--- src/rtl/bbc_pkg.sv ---
// ----------------------------------------------------------------------------
// bbc_pkg: shared types and constants of the LRU buffer cache tag manager
// Operation and status codes, default size, controller-datapath command.
// ----------------------------------------------------------------------------
package bbc_pkg;

  localparam int unsigned NUM_ENTRIES_DEF = 32;

  typedef enum logic [1:0] {
    FUNC_GET     = 2'd0,
    FUNC_RELEASE = 2'd1,
    FUNC_PIN     = 2'd2,
    FUNC_UNPIN   = 2'd3
  } func_t;

  typedef enum logic [1:0] {
    ST_HIT  = 2'd0,
    ST_MISS = 2'd1,
    ST_FULL = 2'd2,
    ST_CNT  = 2'd3
  } status_t;

  // Commands from the controller to the datapath.
  typedef struct packed {
    logic load;    // capture the request
    logic search;  // register the match and free-entry searches
    logic commit;  // update state and build the result
  } bbc_cmd_t;

endpackage

--- src/rtl/bbc_ctrl.sv ---
// ----------------------------------------------------------------------------
// bbc_ctrl: sequencer of the cache tag manager
// Walks load, search, commit and output for one transaction at a time.
// ----------------------------------------------------------------------------
module bbc_ctrl (
  input  logic              clk,
  input  logic              rst,
  input  logic              in_valid,
  output logic              in_ready,
  output logic              out_valid,
  input  logic              out_ready,
  output bbc_pkg::bbc_cmd_t cmd
);
  import bbc_pkg::*;

  typedef enum logic [3:0] {
    S_IDLE   = 4'b0001,
    S_SEARCH = 4'b0010,
    S_COMMIT = 4'b0100,
    S_OUT    = 4'b1000
  } state_t;

  state_t state, state_next;

  always_comb begin
    in_ready   = (state == S_IDLE);
    out_valid  = (state == S_OUT);
    cmd.load   = in_ready && in_valid;
    cmd.search = (state == S_SEARCH);
    cmd.commit = (state == S_COMMIT);
    state_next = state;
    case (state)
      S_IDLE:   if (in_valid) state_next = S_SEARCH;
      S_SEARCH: state_next = S_COMMIT;
      S_COMMIT: state_next = S_OUT;
      S_OUT:    if (out_ready) state_next = S_IDLE;
      default:  state_next = S_IDLE;
    endcase
  end

  always_ff @(posedge clk) begin
    if (rst) begin
      state <= S_IDLE;
    end else begin
      state <= state_next;
    end
  end

  out_holds: assert property (@(posedge clk) disable iff (rst)
    out_valid && !out_ready |=> out_valid)
    else $error("result dropped under stall");
  no_accept_busy: assert property (@(posedge clk) disable iff (rst)
    out_valid |-> !in_ready)
    else $error("accept while result pending");
  commit_then_out: assert property (@(posedge clk) disable iff (rst)
    cmd.commit |=> out_valid)
    else $error("commit not followed by result");
endmodule

--- config.mk ---
export PLATFORM = sky130hd
export DESIGN_NAME = bbc_ctrl
export DESIGN_NICKNAME = d
export VERILOG_FILES = /design/src/rtl/bbc_pkg.sv /design/src/rtl/bbc_ctrl.sv
export SDC_FILE = /design/constraint.sdc
export NUM_CORES = 1
export LEC_CHECK = 0
export ABC_AREA = 1
export BUFFER_PORTS_ARGS = -buffer_cell sky130_fd_sc_hd__buf_2
export CAP_MARGIN = 5
export CORE_AREA = 2 2 39 41
export CTS_CLUSTER_SIZE = 20
export DETAILED_ROUTE_END_ITERATION = 8
export DIE_AREA = 0 0 41 43
export MAX_ROUTING_LAYER = met4
export SLEW_MARGIN = 15
export SYNTH_ARGS = -nofsm -noshare
export SYNTH_HDL_FRONTEND = slang
export SYNTH_SLANG_ARGS = --single-unit
--- constraint.sdc ---
create_clock -name clk -period 1 [get_ports clk]
set_input_delay 0 -clock clk [delete_from_list [all_inputs] [get_ports clk]]
set_output_delay 0 -clock clk [all_outputs]
set_load 0.005 [all_outputs]
==> out/metrics.cfg, run 1 <==
[layout]
drive_gt1_frac = 0.5400
nets = 56
final_cell_area_um2 = 357.8
area_delta_synth_final_pct = 57.14
diodes = 0
largest-register = state
fillers = 162
largest_reg_flops = 4
reg_top3 = state: 4 flops

[synthesis]
syn_area_um2 = 227.7
ys_warn_count = 0
netlist_instances = 39
ys_seq_area_frac = 0.3516
syn_nets = 43
synth_top_area_frac = 0.3516
syn_avg_cell_area_um2 = 5.839
ys_types = 11
yosysTopAreaCell = dfxtp_1
ys_seq_elements = 4
yosys-top-cells-area = dfxtp_1 (35%), inv_1 (15%), nand2_1 (13%)

[power]
swShare = 0.2762
p_per_area_nw_per_um2 = 1363
p_int_mw = 0.3530
power.switching_mw = 0.1347
power_leakage_nw = 0.2042
comb_power_share = 0.220
peakVddDrop_v = 0.0004519
clock_power_share = 0.404
share_seq_of_total_power = 0.377

[place]
port_buffers = 8
dpl.hpwl_um = 383.1
placed_area_um2 = 280.3
gp_congestion = 0.7056

[route]
via_per_inst = 3.742
wl_per_cell_um = 8.212
drc = 0
firstDrtPassIters = 4
route.antenna.remaining_nets = 0
vias = 247
drt_iter0_markers = 7
wl_um = 542

[clock_network]
cts_buffers = 3
clockBufferDepth = 2
numClockSinks = 4
post-cts-setup-buffer-count = 0
htree_levels = 1
insertion_delay_ps = 230
cts_root_buffer = clkbuf_4
clkSlewWorstSetupHoldPaths_ps = 40
cts_tree = done

[outcome]
status = finished clean

[setup_path]
setup.worst_path.start = state[2]
r2r-start = state[2]
path_common_cell = inv_2
cp-end-kind = primary output
path_delay_family = flip-flops
critPathArrivalTime_ps = 1000
crit_type = reg2out
endpoint = cmd[0]
worst-path-stages = 5
critical_path_peak_fanout = 4
path_cells = inv_2 > nor2_1 > nand2_2 > inv_2 > buf_2
crit_required_ps = 1000
cp-start-kind = flop
timing.rr.end = state[0]
rr_worst_depth = 7
crit_path_max_incr_delay_ps = 370
cp_slowest_cell = dfxtp_4
path_buf_inv = 3
r2r_setup_slack_ps = 60

[sta]
finalCriticalPeriod_ps = 996.0
period_share = 0.9960
maxSlewViolCount = 0
slew_headroom = 0.8755
hold_viol = 0
rsz0062_at_grt = true
worst_pin_slew_ps = 185.2
fin_skew_ps = 0.5276
setup_viol = 0
setup_tns_ps = 0
fmax_mhz = 1004

[die]
initial_core_util = 0.1646
rows = 14
die_area_um2 = 1763
pin_count = 9
core_region_area_um2 = 1384
die_h_um = 43
die_x_um = 41

[hold_path]
hold_class = in2reg

[run]
maxCapViolCount = 0

[global_route]
grt_usage = 0.08333
antenna_found_initial = 0
grt_max_degree = 5
grt_first_pass_wirelength_um = 931
grt_overflow = 0
grt_pass1_vias = 252

-- what timing repair did --
| action | 4_1_cts | 5_1_grt |
|---|---|---|
| endpoints found under the hold margin | 3 | 0 |
| resized for setup | 13 | 5 |
| hold buffers | 1 | 0 |
| setup endpoints to repair | 5 | 5 |
| pin swaps | 2 | 2 |
-- kinds of logic (layout without fill, tap and decap cells) --
family,Yosys count,after routing,share of synthesized area
buf+inv,13,24,0.2308
simple gates,21,21,0.3956
flops,4,4,0.3517
compound gates,1,1,0.02196
-- power by group through the flow --
stage	Combinational (mW)	Sequential (mW)	Clock, mW
floorplan	0.0564	0.182	0
global placement	0.0832	0.184	0
detailed placement	0.0848	0.184	0
CTS	0.0974	0.185	0.206
global route	0.123	0.185	0.213
finish	0.107	0.184	0.197
-- area by class of cell --
| class | count | area [µm²] | share of cell area |
|---|---|---|---|
| clock buffer | 3 | 22.52 | 0.06294 |
| inverter | 12 | 45.04 | 0.1259 |
| multi-input combinational | 22 | 118.9 | 0.3322 |
| sequential | 4 | 95.09 | 0.2657 |
| tap | 16 | 20.02 | 0.05594 |
| timing repair buffer | 9 | 56.30 | 0.1573 |
-- tightest hold or removal path: stages --
cell and delay [ps]:
buf_2 100, inv_1 70, nor3_1 50
-- per-stage QoR --
step | power, mW | utilization | std cells | setup WS, ps | hold WS [ps]
after global placement | 0.2668 | 0.2025 | 62 | 89.12 | 218.5
final | 0.4876 | 0.2586 | 66 | 3.988 | 29.41
after detailed placement | 0.2692 | 0.2025 | 62 | 69.68 | 220.6
after floorplan | 0.2382 | - | 39 | 143.6 | 69.07
after CTS | 0.4893 | 0.2505 | 66 | -13.04 | 27.34
after global routing | 0.5211 | 0.2586 | 66 | -56.84 | 69.35
-- worst min-delay path by stage --
stage,cells after the start,slack [ps],start,end
global placement,2,220,rst,state[3]
CTS,3,30,in_valid,state[1]
finish,3,30,in_valid,state[1]
floorplan,1,70,rst,state[3]
global route,3,70,in_valid,state[1]
detailed placement,2,220,rst,state[3]
-- layer usage --
layer / up-vias / global-route usage / wire length (µm)
met2: 8 / 0.1031 / 250
met4: 0 / 0.08000 / 6
met5: - / - / 0
li1: 133 / - / -
met1: 104 / 0.09646 / 237
met3: 2 / 0.03141 / 47
-- synth_stat cells, drive strengths merged --
cell type / number
a21oi: 1
buf: 1
dfxtp: 4
inv: 12
nand2: 8
nand3: 2
nor2: 9
nor3: 1
nor4: 1
-- layout by cell type, fill, tap and decap left out, types with 2 or more instances in the layout --
cell type  n
dfxtp_4    4
nor2_1     6
inv_2      6
inv_1      6
clkbuf_4   3
nand3_1    2
nand2_2    2
nor2_4     2
buf_2      7
nand2_1    6
Power figures use the tool's default switching activity.
==> run 2, diff against run 1 <==
CELL_PAD_IN_SITES_DETAIL_PLACEMENT = 0   (was not set)
CELL_PAD_IN_SITES_GLOBAL_PLACEMENT = 2   (was not set)
PLACE_DENSITY = 0.62   (was not set)
==> run 2 against run 1 <==
  * Clock skew is essentially flat
  * Worst hold slack gained 5.4 ps
  * Die area is the same
  * Critical path depth shrank 3
  * Sequential power is essentially flat
  * Count of clock-buffer cells in the layout is the same
  * Design area grew 3.5%
  * Utilization grew 0.90 points
  * Critical path type unchanged
  * Highest routed layer unchanged
==> out/metrics.cfg, run 2 (synthesis gave the netlist of run 1 again) <==
[route]
vias = 244
wl_per_cell_um = 7.788
drt_iter0_markers = 0
wl_um = 514
route.antenna.remaining_nets = 0
via_per_inst = 3.697
drc = 0
firstDrtPassIters = 1

[place]
dpl.hpwl_um = 400.9
pre_cts_slack_ps = 51.77
port_buffers = 8
placed_cells = 62
placed_area_um2 = 280.3
gp_congestion = 0.6921

[run]
maxCapViolCount = 0

[clock_network]
post-cts-setup-buffer-count = 0
cts_tree = done
cts_root_buffer = clkbuf_4
clkSlewWorstSetupHoldPaths_ps = 40
clockBufferDepth = 2
htree_levels = 1
cts_buffers = 3
insertion_delay_ps = 230
numClockSinks = 4

[die]
core_region_area_um2 = 1384
die_x_um = 41
die_area_um2 = 1763
rows = 14
pin_count = 9
initial_core_util = 0.1646
die_h_um = 43

[layout]
final_cell_area_um2 = 370.4
diodes = 0
nets = 56
largest_reg_flops = 4
most-common-layout-cells = inv_1 (6), buf_2 (6), inv_2 (5), nand2_1 (5), nor2_1 (4)
area_delta_synth_final_pct = 62.64
layout.cells.non_filler = 66
fillers = 159
multiInputGateArea_um2 = 125.1
reg_top3 = state: 4 flops
drive_gt1_frac = 0.6000
largest-register = state
seq_area_um2 = 92.59

[global_route]
grt_overflow = 0
grt_max_degree = 5
grt_pass1_vias = 222
antenna_found_initial = 0
grt_usage = 0.08136
grt_first_pass_wirelength_um = 814

[hold_path]
worstHoldStart = in_valid
hold_class = in2reg
whs_endpoint = state[1]
holdPathStages = 3

[setup_path]
path_delay_family = flip-flops
crit_path_max_incr_delay_ps = 350
crit_required_ps = 1000
r2r_setup_slack_ps = 80
cp-start-kind = flop
critical_path_peak_fanout = 4
r2r-start = state[3]
path_buf_inv = 1
timing.rr.end = state[0]
cp-end-kind = primary output
cp_slowest_cell = dfxtp_4
crit_type = reg2out
rr_worst_depth = 7
critPathArrivalTime_ps = 980
path_cells = nor4_1 > buf_2

[sta]
fmax_mhz = 1017
fin_hold_ws_ps = 34.78
setup_viol = 0
rsz0062_at_grt = true
worst_pin_slew_ps = 201.8
fin_skew_ps = 0.4228
hold_viol = 0
finalCriticalPeriod_ps = 983.6
maxSlewViolCount = 0
period_share = 0.9836
slew_headroom = 0.8642
fin_ws_ps = 16.38

[power]
peakVddDrop_v = 0.0003113
p_per_area_nw_per_um2 = 1339
power_leakage_nw = 0.2034

[outcome]
status = finished clean

==> run 2: worst max-delay path by stage <==
| stage | start | to | slack, ps | cells past startpoint |
|---|---|---|---|---|
| after floorplan | state[0] | state[0] | 140 | 7 |
| after global placement | state[2] | state[0] | 50 | 6 |
| after detailed placement | state[1] | state[0] | 50 | 7 |
| after CTS | state[1] | cmd[1] | 7 | 5 |
| after global routing | state[0] | cmd[0] | -40 | 4 |
| final | state[2] | out_valid | 20 | 2 |
==> run 2: per-layer routing <==
layer / up-vias / global-route usage / wire length (µm)
met1: 106 / 0.07097 / 202
met2: 4 / 0.1031 / 287
li1: 132 / - / -
met3: 2 / 0.03141 / 17
met4: 0 / 0.1200 / 7
met5: - / - / 0
==> run 2: metrics by stage <==
| step | power, mW | utilization | setup TNS, ps |
|---|---|---|---|
| after CTS | 0.4851 | 0.2387 | 0 |
| final | 0.4959 | 0.2676 | 0 |
| after global routing | 0.5266 | 0.2676 | -126.9 |
| after floorplan | 0.2382 | - | 0 |
| after global placement | 0.2712 | 0.2025 | 0 |
| after detailed placement | 0.2695 | 0.2025 | 0 |
==> run 2: power breakdown <==
part / leakage [nW] / switching [mW] / internal (mW) / total, mW
registers: 0.0348 / 0.0170 / 0.170 / 0.187
clock network: 0.0138 / 0.0599 / 0.134 / 0.194
logic: 0.155 / 0.0589 / 0.0563 / 0.115
total: 0.203 / 0.136 / 0.360 / 0.496
==> run 2: layout make-up <==
cell class / instances / share of cell area
inverters: 12 / 0.1284
well taps: 16 / 0.05405
clock buffers: 3 / 0.06081
flip-flops and latches: 4 / 0.2500
repair buffers: 9 / 0.1689
multi-input cells: 22 / 0.3378
==> run 2: worst register-to-register path: stages, from the launching register on <==
cell and delay (ps):
dfxtp_2 360, inv_1 60, nor2_1 110, nand3_2 90, nand2_1 70, inv_1 40
nand2_1 50, nand2_1 40
==> run 2: what timing repair did <==
item                                    4_1_cts  5_1_grt
endpoints found under the setup margin        5        6
gates resized for setup                       7       15
pin swaps                                     3        2
endpoints found under the hold margin         3        0
hold buffers                                  1        0
